File: src/hdl/madt_table_scanner_assert.svh
// ----------------------------------------------------------------------------
// madt_table_scanner_assert.svh
// Assertion macros used by the table scanner RTL.
// ----------------------------------------------------------------------------
`ifndef MADT_TABLE_SCANNER_ASSERT_SVH
`define MADT_TABLE_SCANNER_ASSERT_SVH

// same-cycle implication, checked out of reset
`define MADT_ASSERT_NOW(lbl, ante, cons, msg) \
	lbl: assert property (@(posedge clk) disable iff (!arst_n) (ante) |-> (cons)) \
		else $error(msg);

// next-cycle implication, checked out of reset
`define MADT_ASSERT_NEXT(lbl, ante, cons, msg) \
	lbl: assert property (@(posedge clk) disable iff (!arst_n) (ante) |=> (cons)) \
		else $error(msg);

`endif

File: src/hdl/madt_pkg.sv
`timescale 1ns / 1ps
// ----------------------------------------------------------------------------
// madt_pkg
// Constants, record codes and shared types of the table scanner.
// ----------------------------------------------------------------------------
package madt_pkg;

	localparam int COUNT_WIDTH_DEF = 16;

	localparam logic [31:0] HDR_MIN_LEN  = 32'd36;
	localparam logic [31:0] REC_BASE     = 32'd44;
	localparam logic [31:0] SIG_END      = 32'd4;
	localparam logic [31:0] LEN_END      = 32'd8;
	localparam logic [31:0] LAPIC_BEGIN  = 32'd36;
	localparam logic [31:0] LAPIC_END    = 32'd40;

	localparam logic [7:0] REC_HDR_LEN    = 8'd2;
	localparam logic [7:0] LAPIC_MIN_LEN  = 8'd8;
	localparam logic [7:0] IOAPIC_MIN_LEN = 8'd12;
	localparam logic [7:0] FLAG_ENABLED   = 8'h01;
	localparam logic [7:0] OUT_FLAGS_OFS  = 8'd4;

	typedef enum logic [7:0] {
		REC_LOCAL_APIC = 8'h00,
		REC_IO_APIC    = 8'h01
	} rec_type_t;

	// "APIC" in byte order
	localparam logic [7:0] SIG_BYTES [4] = '{8'h41, 8'h50, 8'h49, 8'h43};

	typedef struct packed {
		logic        fire;
		logic        clear;
		logic [31:0] pos;
		logic [31:0] len;
		logic [7:0]  data;
	} walk_ctl_t;

endpackage

File: src/hdl/madt_byte_if.sv
`timescale 1ns / 1ps
// ----------------------------------------------------------------------------
// madt_byte_if
// Byte stream channel: one table byte per transfer with a last marker.
// ----------------------------------------------------------------------------
interface madt_byte_if;
	logic       valid;
	logic       ready;
	logic [7:0] data_byte;
	logic       last;

	modport source (output valid, output data_byte, output last, input ready);
	modport sink   (input valid, input data_byte, input last, output ready);
endinterface

File: src/hdl/madt_result_if.sv
`timescale 1ns / 1ps
// ----------------------------------------------------------------------------
// madt_result_if
// Result channel: one summary per scanned table.
// ----------------------------------------------------------------------------
interface madt_result_if;
	logic        valid;
	logic        ready;
	logic        table_valid;
	logic        is_madt;
	logic [31:0] table_length;
	logic [31:0] apic_base;
	logic [15:0] cpu_total;
	logic [15:0] ioapic_total;

	modport source (output valid, output table_valid, output is_madt, output table_length,
		output apic_base, output cpu_total, output ioapic_total, input ready);
	modport sink   (input valid, input table_valid, input is_madt, input table_length,
		input apic_base, input cpu_total, input ioapic_total, output ready);
endinterface

File: src/hdl/madt_rec_walker.sv
`timescale 1ns / 1ps
// ----------------------------------------------------------------------------
// madt_rec_walker
// Follows the type/length records after the fixed header and counts enabled
// processor records and I/O APIC records, saturating.
// ----------------------------------------------------------------------------
module madt_rec_walker #(
	parameter int COUNT_WIDTH = madt_pkg::COUNT_WIDTH_DEF
) (
	input  logic                   clk,
	input  logic                   arst_n,
	input  madt_pkg::walk_ctl_t    ctl,
	output logic [COUNT_WIDTH-1:0] cpu_next,
	output logic [COUNT_WIDTH-1:0] io_next
);

	logic [31:0]            rec_start_q;
	logic [7:0]             rec_type_q;
	logic [7:0]             rec_len_q;
	logic                   stopped_q;
	logic [COUNT_WIDTH-1:0] cpu_cnt_q;
	logic [COUNT_WIDTH-1:0] io_cnt_q;

	logic [31:0] rec_start_nx;
	logic [7:0]  rec_type_nx;
	logic [7:0]  rec_len_nx;
	logic        stopped_nx;

	logic        active;
	logic [32:0] pos_w;
	logic [32:0] len_w;
	logic [32:0] rs_w;
	logic [32:0] rec_end_w;

	assign pos_w = {1'b0, ctl.pos};
	assign len_w = {1'b0, ctl.len};
	assign rs_w  = {1'b0, rec_start_q};

	assign active = !stopped_q && (ctl.pos >= madt_pkg::REC_BASE) && (ctl.pos < ctl.len);

	always_comb begin
		rec_start_nx = rec_start_q;
		rec_type_nx  = rec_type_q;
		rec_len_nx   = rec_len_q;
		stopped_nx   = stopped_q;
		cpu_next     = cpu_cnt_q;
		io_next      = io_cnt_q;
		rec_end_w    = '0;
		if (active) begin
			if (pos_w == rs_w) begin
				if (rs_w + 33'(madt_pkg::REC_HDR_LEN) > len_w) begin
					stopped_nx = 1'b1;
				end else begin
					rec_type_nx = ctl.data;
				end
			end else if (pos_w == rs_w + 33'd1) begin
				rec_len_nx = ctl.data;
				if (ctl.data < madt_pkg::REC_HDR_LEN || rs_w + 33'(ctl.data) > len_w) begin
					stopped_nx = 1'b1;
				end else if (rec_type_q == madt_pkg::REC_IO_APIC &&
						ctl.data >= madt_pkg::IOAPIC_MIN_LEN) begin
					if (!(&io_cnt_q)) io_next = io_cnt_q + 1'b1;
				end
			end else if (rec_type_q == madt_pkg::REC_LOCAL_APIC &&
					rec_len_q >= madt_pkg::LAPIC_MIN_LEN &&
					pos_w == rs_w + 33'(madt_pkg::OUT_FLAGS_OFS) &&
					(ctl.data & madt_pkg::FLAG_ENABLED) != 8'd0) begin
				if (!(&cpu_cnt_q)) cpu_next = cpu_cnt_q + 1'b1;
			end
			// advance to the next record on its final byte
			rec_end_w = rs_w + 33'(rec_len_nx) - 33'd1;
			if (!stopped_nx && pos_w != rs_w && pos_w == rec_end_w) begin
				rec_start_nx = rec_start_q + 32'(rec_len_nx);
			end
		end
	end

	always_ff @(posedge clk or negedge arst_n) begin
		if (!arst_n) begin
			rec_start_q <= madt_pkg::REC_BASE;
			rec_type_q  <= '0;
			rec_len_q   <= '0;
			stopped_q   <= 1'b0;
			cpu_cnt_q   <= '0;
			io_cnt_q    <= '0;
		end else if (ctl.fire) begin
			if (ctl.clear) begin
				rec_start_q <= madt_pkg::REC_BASE;
				rec_type_q  <= '0;
				rec_len_q   <= '0;
				stopped_q   <= 1'b0;
				cpu_cnt_q   <= '0;
				io_cnt_q    <= '0;
			end else begin
				rec_start_q <= rec_start_nx;
				rec_type_q  <= rec_type_nx;
				rec_len_q   <= rec_len_nx;
				stopped_q   <= stopped_nx;
				cpu_cnt_q   <= cpu_next;
				io_cnt_q    <= io_next;
			end
		end
	end

endmodule

File: src/hdl/madt_table_scanner.sv
`timescale 1ns / 1ps
// ----------------------------------------------------------------------------
// madt_table_scanner
// Scans one system description table byte stream and reports its summary.
// ----------------------------------------------------------------------------
// Usage:
//   bytes  : one table byte per transfer in memory order, last set on the
//            final byte. Each byte updates the header checks, the checksum
//            and the record walk in the cycle it is taken.
//   result : one summary per table, loaded into an output register at the
//            transfer of the last byte and shown on the next cycle.
// Throughput: one byte per cycle, sustained; the only limit is the single
//   output register, which holds a summary until it is taken.
// Stall: while a summary waits on result.ready, bytes.ready drops, so the
//   next table is held off until the summary register frees up; if the
//   sink takes it in the same cycle, streaming goes on without a gap.
// Reset: arst_n clears all scan state and the output valid at once; no
//   clearing pass is needed. State also returns to its reset values after
//   every last byte, ready for the next table.
// ----------------------------------------------------------------------------
`include "madt_table_scanner_assert.svh"

module madt_table_scanner #(
	parameter int COUNT_WIDTH = madt_pkg::COUNT_WIDTH_DEF
) (
	input  logic                 clk,
	input  logic                 arst_n,
	madt_byte_if.sink            bytes,
	madt_result_if.source        result
);

	logic [31:0] pos_q;
	logic [7:0]  sum_q;
	logic [31:0] len_q;
	logic        sig_q;
	logic [31:0] lapic_q;
	logic        out_valid_q;

	logic [31:0] len_nx;
	logic [7:0]  sum_nx;
	logic        sig_nx;
	logic [31:0] lapic_nx;
	logic        tbl_ok;
	logic        madt_ok;
	logic        fire;

	logic [COUNT_WIDTH-1:0] cpu_next;
	logic [COUNT_WIDTH-1:0] io_next;
	logic [31:0]            cpu_wide;
	logic [31:0]            io_wide;
	madt_pkg::walk_ctl_t    walk_ctl;

	assign bytes.ready = !out_valid_q || result.ready;
	assign fire        = bytes.valid && bytes.ready;

	always_comb begin
		len_nx   = len_q;
		sig_nx   = sig_q;
		lapic_nx = lapic_q;
		if (pos_q < madt_pkg::SIG_END) begin
			if (bytes.data_byte != madt_pkg::SIG_BYTES[pos_q[1:0]]) sig_nx = 1'b0;
		end else if (pos_q < madt_pkg::LEN_END) begin
			len_nx[{pos_q[1:0], 3'b000} +: 8] = bytes.data_byte;
		end
		if (pos_q >= madt_pkg::LAPIC_BEGIN && pos_q < madt_pkg::LAPIC_END) begin
			lapic_nx[{pos_q[1:0], 3'b000} +: 8] = bytes.data_byte;
		end
		// signature and length bytes always enter the sum, the rest only inside the length
		if (pos_q < madt_pkg::LEN_END || pos_q < len_nx) begin
			sum_nx = sum_q + bytes.data_byte;
		end else begin
			sum_nx = sum_q;
		end
	end

	assign tbl_ok = (len_nx >= madt_pkg::HDR_MIN_LEN) &&
		({1'b0, pos_q} + 33'd1 >= {1'b0, len_nx}) && (sum_nx == 8'd0);
	assign madt_ok = sig_nx && (pos_q >= madt_pkg::SIG_END - 32'd1);

	assign walk_ctl.fire  = fire;
	assign walk_ctl.clear = bytes.last;
	assign walk_ctl.pos   = pos_q;
	assign walk_ctl.len   = len_nx;
	assign walk_ctl.data  = bytes.data_byte;

	madt_rec_walker #(
		.COUNT_WIDTH(COUNT_WIDTH)
	) u_walker (
		.clk      (clk),
		.arst_n   (arst_n),
		.ctl      (walk_ctl),
		.cpu_next (cpu_next),
		.io_next  (io_next)
	);

	assign cpu_wide = 32'(cpu_next);
	assign io_wide  = 32'(io_next);

	always_ff @(posedge clk or negedge arst_n) begin
		if (!arst_n) begin
			pos_q   <= '0;
			sum_q   <= '0;
			len_q   <= '0;
			sig_q   <= 1'b1;
			lapic_q <= '0;
		end else if (fire) begin
			if (bytes.last) begin
				pos_q   <= '0;
				sum_q   <= '0;
				len_q   <= '0;
				sig_q   <= 1'b1;
				lapic_q <= '0;
			end else begin
				// hold at the top on very long streams
				if (pos_q != '1) pos_q <= pos_q + 32'd1;
				sum_q   <= sum_nx;
				len_q   <= len_nx;
				sig_q   <= sig_nx;
				lapic_q <= lapic_nx;
			end
		end
	end

	always_ff @(posedge clk or negedge arst_n) begin
		if (!arst_n) begin
			out_valid_q <= 1'b0;
		end else if (fire && bytes.last) begin
			out_valid_q <= 1'b1;
		end else if (result.ready) begin
			out_valid_q <= 1'b0;
		end
	end

	always_ff @(posedge clk) begin
		if (fire && bytes.last) begin
			result.table_valid  <= tbl_ok;
			result.is_madt      <= madt_ok;
			result.table_length <= len_nx;
			result.apic_base    <= lapic_nx;
			if (tbl_ok && madt_ok) begin
				result.cpu_total    <= (cpu_wide > 32'hFFFF) ? 16'hFFFF : cpu_wide[15:0];
				result.ioapic_total <= (io_wide > 32'hFFFF) ? 16'hFFFF : io_wide[15:0];
			end else begin
				result.cpu_total    <= 16'd0;
				result.ioapic_total <= 16'd0;
			end
		end
	end

	assign result.valid = out_valid_q;

	`MADT_ASSERT_NOW(a_stall_blocks_input, result.valid && !result.ready, !bytes.ready,
		"byte taken while summary register is full")
	`MADT_ASSERT_NEXT(a_last_gives_result, fire && bytes.last, result.valid,
		"no summary after last byte transfer")
	`MADT_ASSERT_NEXT(a_pos_clears_after_last, fire && bytes.last, pos_q == 32'd0,
		"byte position not cleared after last byte")
	`MADT_ASSERT_NOW(a_counts_gated,
		result.valid && (result.cpu_total != 16'd0 || result.ioapic_total != 16'd0),
		result.table_valid && result.is_madt, "counts reported for an invalid table")
	`MADT_ASSERT_NEXT(a_pos_advances, fire && !bytes.last,
		pos_q == $past(pos_q) + 32'd1 || $past(pos_q) == 32'hFFFF_FFFF,
		"byte position did not advance")

endmodule

File: src/flat_wrapper.sv
// flat-port wrapper written by rule: the top's interface ports become plain ports
module madt_table_scanner_flat 
#(
	parameter int COUNT_WIDTH = madt_pkg::COUNT_WIDTH_DEF
)
  (clk, arst_n, bytes_valid, bytes_data_byte, bytes_last, bytes_ready, result_valid, result_table_valid, result_is_madt, result_table_length, result_apic_base, result_cpu_total, result_ioapic_total, result_ready);
  madt_byte_if bytes_i ();
  madt_result_if result_i ();
  input  logic clk;
  input  logic arst_n;
  input wire logic [$bits(bytes_i.valid)-1:0] bytes_valid;
  input wire logic [$bits(bytes_i.data_byte)-1:0] bytes_data_byte;
  input wire logic [$bits(bytes_i.last)-1:0] bytes_last;
  output wire logic [$bits(bytes_i.ready)-1:0] bytes_ready;
  output wire logic [$bits(result_i.valid)-1:0] result_valid;
  output wire logic [$bits(result_i.table_valid)-1:0] result_table_valid;
  output wire logic [$bits(result_i.is_madt)-1:0] result_is_madt;
  output wire logic [$bits(result_i.table_length)-1:0] result_table_length;
  output wire logic [$bits(result_i.apic_base)-1:0] result_apic_base;
  output wire logic [$bits(result_i.cpu_total)-1:0] result_cpu_total;
  output wire logic [$bits(result_i.ioapic_total)-1:0] result_ioapic_total;
  input wire logic [$bits(result_i.ready)-1:0] result_ready;
  assign bytes_i.valid = bytes_valid;
  assign bytes_i.data_byte = bytes_data_byte;
  assign bytes_i.last = bytes_last;
  assign bytes_ready = bytes_i.ready;
  assign result_valid = result_i.valid;
  assign result_table_valid = result_i.table_valid;
  assign result_is_madt = result_i.is_madt;
  assign result_table_length = result_i.table_length;
  assign result_apic_base = result_i.apic_base;
  assign result_cpu_total = result_i.cpu_total;
  assign result_ioapic_total = result_i.ioapic_total;
  assign result_i.ready = result_ready;
  madt_table_scanner #(.COUNT_WIDTH(COUNT_WIDTH)) u_core (.clk(clk), .arst_n(arst_n), .bytes(bytes_i), .result(result_i));
endmodule
File: config.mk
export PLATFORM = sky130hd
export DESIGN_NAME = madt_table_scanner_flat
export DESIGN_NICKNAME = d
export VERILOG_FILES = /design/src/hdl/madt_pkg.sv /design/src/hdl/madt_byte_if.sv /design/src/hdl/madt_result_if.sv /design/src/hdl/madt_rec_walker.sv /design/src/hdl/madt_table_scanner.sv /design/src/flat_wrapper.sv
export VERILOG_INCLUDE_DIRS = /design/src /design/src/hdl
export SDC_FILE = /design/constraint.sdc
export NUM_CORES = 1
export LEC_CHECK = 0
export BUFFER_PORTS_ARGS = -buffer_cell sky130_fd_sc_hd__buf_2
export CAP_MARGIN = 30
export CORE_UTILIZATION = 45
export CTS_BUF_LIST = sky130_fd_sc_hd__clkbuf_4 sky130_fd_sc_hd__clkbuf_8
export DETAILED_ROUTE_END_ITERATION = 8
export SLEW_MARGIN = 20
export SYNTH_ARGS = -nofsm -noshare
export SYNTH_HDL_FRONTEND = slang
export SYNTH_SLANG_ARGS = --single-unit
File: constraint.sdc
create_clock -name clk -period 7.68 [get_ports clk]
set_input_delay 0.384 -clock clk [delete_from_list [all_inputs] [get_ports clk]]
set_output_delay 0.384 -clock clk [all_outputs]
set_load 0.02 [all_outputs]
==> results.json, run 1 <==
{
  "netlist_area_sq_um": 23050,
  "path_class": "reg -> reg",
  "ir_drop_mv": 0.1162,
  "cts_buffer_depth": 3,
  "synth_flop_cell": "dfrtp_1",
  "cts_tree": "yes",
  "rr_endpoint": "u_core.u_walker.rec_start_q[18]$_DFFE_PN0P_",
  "cp-startpoint": "u_core.u_walker.rec_start_q[9]$_DFFE_PN0P_",
  "coreArea_sq_um": 50380,
  "tns_ps": 0,
  "yosys_warnings": 0,
  "r2r_slack_ps": 410,
  "final_area_sq_um": 26080,
  "cts_buffers": 52,
  "pre_cts_slack_ps": 285.4,
  "endpoint_kind": "register",
  "max_cap_violations": 0,
  "floorplan.die_area_sq_um": 52130,
  "area_growth_pct": 13.14,
  "period_share": 0.9464,
  "slowest_stage": "or4_1",
  "antenna_found_initial": 0,
  "initial_core_util": 0.4575,
  "port_buffers": 112,
  "clock_skew_ps": 37.92,
  "synth_top_cell_by_area": "dfrtp_1",
  "synth_top_area_share": 0.1987,
  "critPathRequiredTime_ps": 8220,
  "clock-root-buffer": "clkbuf_8",
  "cts_sinks": 285,
  "place.gp.congestion": 1.008,
  "drc_errors": 0,
  "syn-num-nets": 2912,
  "p_total_mw": 3.846,
  "rsz0062_at_grt": "false",
  "crit_buf_inv": 4,
  "insertion_delay_ps": 670,
  "synth_edf_count": 98,
  "path_clk_slew_ps": 70,
  "vias": 21569,
  "drt-total-wl_mm": 86.22,
  "hp-class": "in -> reg",
  "r2r_start": "u_core.u_walker.rec_start_q[9]$_DFFE_PN0P_",
  "overflow": 0,
  "drt_iter0_markers": 2182,
  "critPathMaxFanout": 16,
  "start_kind": "register",
  "p_leak_nw": 11.84,
  "dr.pass1.iters": 5,
  "grt_usage": 0.3265,
  "cp.arrival_ps": 7810,
  "nets": 3052,
  "yosysSeqAreaShare": 0.3309,
  "cts-htree-levels": 2,
  "synth_seq_cells": 285,
  "grt_max_degree": 84,
  "status": "finished, final reports clean",
  "grt_pass1_wl_mm": 130.0,
  "die_height_um": 228.3,
  "drive_gt1_frac": 0.1318,
  "critical_path.max_stage_delay_ps": 550,
  "power.density_nw_per_um2": 147.5,
  "critical_path_depth": 26,
  "synthCells": 2669,
  "period_needed_ps": 7268,
  "synth-async-reset-ratio": 0.6561,
  "fin_ws_ps": 411.7,
  "dp_hpwl_mm": 66.88,
  "slew_headroom": 0.3529,
  "hold_viol": 0,
  "synth.avg_cell_area_sq_um": 8.635,
  "max_freq_ghz": 0.1376,
  "antenna_left": 0,
  "rows": 82,
  "synth_area_leaders": "dfrtp_1, edfxtp_1, ha_1",
  "post_drt_wl_per_cell_um": 24.46,
  "hold_path_depth": 3,
  "avgViaCountPerCell": 6.119,
  "r2r_cells": 26,
  "synth_cell_types": 90,
  "first_global_vias": 20855,
  "utilization": 0.5176,
  "final_max_slew_viol_count": 0,
  "placed_cell_area_sq_um": 24740,
  "crit_end": "u_core.u_walker.rec_start_q[18]$_DFFE_PN0P_",
  "setup_viol": 0,
  "tightest_slew_ps": 970.6,
  "chipWidth_um": 228.3,
  "pin_count": 113,
  "cp_top_family": "simple AND/OR/NAND/NOR gates"
}
state kept, by name, indices dropped and copies added (netlist names), 8 cells and up:
register	flops
u_core.u_walker.rec_start_q	32
u_core.u_walker.rec_len_q	8
u_core.u_walker.io_cnt_q	16
u_core.result.cpu_total	16
u_core.result.apic_base	32
u_core.lapic_q	32
u_core.sum_q	8
u_core.result.table_length	32
u_core.pos_q	32
u_core.result.ioapic_total	16
u_core.u_walker.cpu_cnt_q	16
u_core.u_walker.rec_type_q	8
u_core.len_q	32
cells in the final DEF (no fill, tap or decap), types with 19 or more instances in the layout:
cell / n
a211oi_1: 21
dfrtp_1: 183
a21oi_1: 151
inv_1: 114
clkbuf_8: 63
xor2_1: 58
and3_1: 41
nor4_1: 36
a22o_1: 56
nor2_1: 194
ha_1: 223
a31oi_1: 20
nand4_1: 90
mux2i_1: 36
and2_1: 28
buf_4: 109
nor2b_1: 20
o21ai_0: 190
o31ai_1: 19
nand3_1: 82
xnor2_1: 166
nor3_1: 53
nand2_1: 321
a21o_1: 48
buf_2: 111
edfxtp_1: 98
power breakdown:
group          internal, mW  total [mW]  switching, mW
clock network          1.01        1.73          0.716
logic                 0.158       0.475          0.317
registers              1.61        1.64         0.0305
total                  2.78        3.85           1.06
through the flow:
stage | std cells | hold WS [ps]
after floorplan | 2669 | 88.41
after CTS | 3520 | 112.7
after global placement | 3420 | 456.1
final | 3525 | 134.8
after detailed placement | 3422 | 343.2
after global routing | 3524 | 168.0
cell type report:
cell class	instances	area, sq um
tap	672	840.8
timing repair buffer	228	1515
clock inverter	21	276.5
multi-input combinational	2127	14420
clock buffer	76	958.4
fill	4853	24300
antenna	1	2.502
inverter	115	434.2
sequential	285	7627
layer usage:
layer	vias up	global-route usage	share of wire
met3	185	0.05289	0.068
met4	0	0.1393	0.045
li1	10001	-	-
met2	858	0.5070	0.44
met5	-	0	0
met1	10525	0.4495	0.44
worst min-delay path by stage:
stage / start / endpoint / slack [ps]
floorplan: arst_n / u_core.lapic_q[0]$_DFFE_PN0P_ / 90
global placement: u_core.len_q[16]$_DFFE_PN0P_ / u_core.len_q[16]$_DFFE_PN0P_ / 460
detailed placement: arst_n / u_core.lapic_q[8]$_DFFE_PN0P_ / 340
CTS: result_ready / u_core.result.valid$_DFFE_PN0P_ / 110
global route: result_ready / u_core.result.valid$_DFFE_PN0P_ / 170
finish: result_ready / u_core.result.valid$_DFFE_PN0P_ / 130
logic make-up (layout without fill, tap and decap cells):
group	after synthesis	in the layout	synth area share
and+or+nand+nor	974	974	0.2094
AOI/OAI and AO/OA	654	654	0.1824
DFF	285	285	0.3309
buffers and inverters	257	440	0.04598
adders and majority gates	230	230	0.1262
xor gates and xnor gates	224	224	0.08512
muxes	45	45	0.01998
other	0	1	0
timing repair:
| action | in CTS | in global routing |
|---|---|---|
| endpoints found under the hold margin | 36 | 0 |
| hold buffers | 1 | 0 |
| resized for setup | 0 | 11 |
| buffers inserted | 0 | 2 |
| setup endpoints to repair | 0 | 32 |
cells in the mapped netlist (19+ instances only):
cell type  instances
and3_1            41
ha_1             226
xnor2_1          166
and2_1            28
o21ai_0          191
o31ai_1           19
xor2_1            58
nand2_1          322
inv_1            115
nor2_1           195
nor3_1            54
a22o_1            56
mux2i_1           37
edfxtp_1          98
a21o_1            48
a211oi_1          21
nor2b_1           20
nand3_1           82
a31oi_1           20
nor4_1            37
nand4_1           90
clkbuf_1          77
a21oi_1          152
dfrtp_1          183
buf_2             55
worst register-to-register path: cells and delay by family (launching register included):
family / cells / cell delay (ps)
DFF: 1 / 480
and+or+nand+nor: 11 / 3050
buffers and inverters: 4 / 640
muxes: 2 / 440
AOI/OAI and AO/OA: 5 / 1260
adders and majority gates: 4 / 1300
Power figures use the tool's default switching activity.
==> inputs of run 2 (changes only) <==
--- a/config.mk
+++ b/config.mk
@@ -6,11 +6,12 @@
 export SDC_FILE = /design/constraint.sdc
 export NUM_CORES = 1
 export LEC_CHECK = 0
-export BUFFER_PORTS_ARGS = -buffer_cell sky130_fd_sc_hd__buf_2
+export BUFFER_PORTS_ARGS = -buffer_cell sky130_fd_sc_hd__clkbuf_2
 export CAP_MARGIN = 30
 export CORE_UTILIZATION = 45
 export CTS_BUF_LIST = sky130_fd_sc_hd__clkbuf_4 sky130_fd_sc_hd__clkbuf_8
 export DETAILED_ROUTE_END_ITERATION = 8
+export RECOVER_POWER = 100
 export SLEW_MARGIN = 20
 export SYNTH_ARGS = -nofsm -noshare
 export SYNTH_HDL_FRONTEND = slang
==> run 2 against run 1 <==
Net effect:
- the flow now finishes with violations (capacitance limit, slew limit)
- first-iteration DRC count decreased by 0.14%
- core utilization decreased by 0.70 points
- routed wire length decreased by 0.53%
- flip-flop and latch count unchanged
- clock power decreased by 3%
- critical path depth decreased by 5
- via count increased by 0.50%
- sequential share of layout area increased by 0.41 points
- sequential power about the same
- clock skew decreased by 14 ps
- non-clock buffer count increased by 1
- critical endpoint is now u_core.u_walker.rec_start_q[0]$_DFFE_PN0P_
==> results.json, run 2 (same netlist as run 1, synthesis figures left out) <==
{
  "status": "complete, but fails checks",
  "violations": "capacitance limit, slew limit",
  "grt_pass1_wl_mm": 128.7,
  "rows": 82,
  "start_kind": "register",
  "diodes": 0,
  "p_leak_nw": 11.42,
  "chipWidth_um": 228.3,
  "period_share": 0.9678,
  "pin_count": 113,
  "floorplan.die_area_sq_um": 52130,
  "cts-htree-levels": 2,
  "antenna_left": 0,
  "overflow": 0,
  "cts_buffers": 53,
  "rsz0062_at_grt": "false",
  "drive_gt1_frac": 0.08266,
  "port_buffers": 112,
  "setup_viol": 0,
  "final_common_cell": "nand2_1",
  "avgViaCountPerCell": 6.146,
  "critical_path.max_stage_delay_ps": 650,
  "nets": 3054,
  "hp-class": "in -> reg",
  "path_cells": "clkbuf_1 -> nor4_1 -> nand4_1 -> nor3_1 -> clkbuf_1 -> nand3_1 -> a21oi_1 -> clkbuf_1 -> ha_1 -> nand4_1 -> nor3_1 -> a22o_1 -> a2111o_1 -> nor3_4 -> nand2_1 -> or4_1 -> a211o_1 -> nor3_1 -> buf_4 -> nor2_1 -> a32o_1",
  "endpoint_kind": "register",
  "first_global_vias": 20616,
  "antenna_found_initial": 1,
  "dp.cells": 3423,
  "drt-total-wl_mm": 85.76,
  "final_cell_count_no_fill": 3527,
  "grt_max_degree": 78,
  "slew_headroom": -1.623,
  "max_freq_ghz": 0.1345,
  "r2r_slack_ps": 250,
  "dr.pass1.iters": 6,
  "grt_usage": 0.3233,
  "crit_buf_inv": 4,
  "place.gp.congestion": 1.024,
  "cts_tree": "yes",
  "coreArea_sq_um": 50380,
  "ir_drop_mv": 0.1207,
  "cts_sinks": 285,
  "max_cap_violations": 6,
  "drc_errors": 0,
  "fillers": 4916,
  "clock_skew_ps": 23.81,
  "path_class": "reg -> reg",
  "critPathRequiredTime_ps": 8200,
  "power.density_nw_per_um2": 146.9,
  "drt_iter0_markers": 2179,
  "cp_top_family": "simple AND/OR/NAND/NOR gates",
  "area_growth_pct": 11.61,
  "initial_core_util": 0.4575,
  "final_max_slew_viol_count": 242,
  "insertion_delay_ps": 660,
  "tns_ps": 0,
  "cts_buffer_depth": 3,
  "hold_viol": 0,
  "critPathMaxFanout": 18,
  "post_drt_wl_per_cell_um": 24.31,
  "tightest_slew_ps": 3935,
  "clock-root-buffer": "clkbuf_8",
  "cp.arrival_ps": 7960,
  "final_cell_mix": "nand2_1, ha_1, o21ai_0, nor2_1, dfrtp_1",
  "path_clk_slew_ps": 70,
  "period_needed_ps": 7433,
  "vias": 21676,
  "dp_hpwl_mm": 66.72,
  "slowest_stage": "or4_1",
  "die_height_um": 228.3
}
-- run 2: changes by cell type in the layout (fill, tap and decap cells not counted), moves of 3 or more --
cell,before,now
clkinv_2,9,6
bufinv_16,6,3
and2_0,1,4
buf_2,111,0
clkbuf_1,0,138
and2_1,28,25
clkbuf_4,14,24
clkbuf_2,0,13
o21ai_1,4,1
o21ai_0,190,194
buf_4,109,73
mux2_1,0,4
mux2_2,8,4
-- run 2: per-layer routing --
| layer | share of wire | global-route usage |
|---|---|---|
| met1 | 0.45 | 0.4528 |
| met2 | 0.44 | 0.4978 |
| met3 | 0.073 | 0.05052 |
| met4 | 0.044 | 0.1298 |
| met5 | 0.00015 | 0 |
-- run 2: stage by stage --
stage,setup WS [ps],utilization,cell area (sq um),hold WS (ps),total power [mW]
3_3_place_gp,504.9,0.4907,24720,337.2,2.123
4_1_cts,147.0,0.5160,25990,107.3,3.815
6_report,247.4,0.5106,25720,145.4,3.778
2_1_floorplan,801.8,-,23050,88.41,1.958
5_1_grt,5.713,0.5106,25720,183.8,3.929
3_5_place_dp,163.9,0.4919,24780,334.5,2.134
-- run 2: final cells by class --
type	count	area, sq um	share of cell area
Multi-Input combinational cell	2127	14410	0.5604
Clock inverter	12	147.6	0.005740
Tap cell	672	840.8	0.03269
Sequential cell	285	7629	0.2966
Clock buffer	87	1054	0.04096
Timing Repair Buffer	229	1204	0.04679
Inverter	115	434.2	0.01688
-- run 2: what timing repair did --
item                                    CTS  global route
setup buffers                             0             3
endpoints found under the setup margin    0            32
hold buffers                              1             0
hold endpoints to repair                 41             0
resized for setup                         0            11
-- run 2: worst min-delay path, delay by kind of cell --
family	cells	cell delay, ps
buffers and inverters	1	70
and+or+nand+nor	2	290
-- run 2: worst paths after layout --
kind,start,to,cells after the start
max,u_core.pos_q[24]$_DFFE_PN0P_,u_core.u_walker.rec_start_q[0]$_DFFE_PN0P_,21
min,result_ready,u_core.result.valid$_DFFE_PN0P_,3
max reg2reg,u_core.pos_q[24]$_DFFE_PN0P_,u_core.u_walker.rec_start_q[0]$_DFFE_PN0P_,21
min reg2reg,u_core.sig_q$_DFFE_PN1P_,u_core.sig_q$_DFFE_PN1P_,2
max in group asynchronous,arst_n,u_core.u_walker.rec_start_q[14]$_DFFE_PN0P_,4
min in group asynchronous,arst_n,u_core.lapic_q[9]$_DFFE_PN0P_,2
-- run 2: power breakdown --
part	leakage [nW]	switching, mW	internal, mW	total (mW)
clock	0.641	0.703	0.969	1.67
sequential	3.51	0.0357	1.61	1.65
combinational	7.26	0.310	0.145	0.455
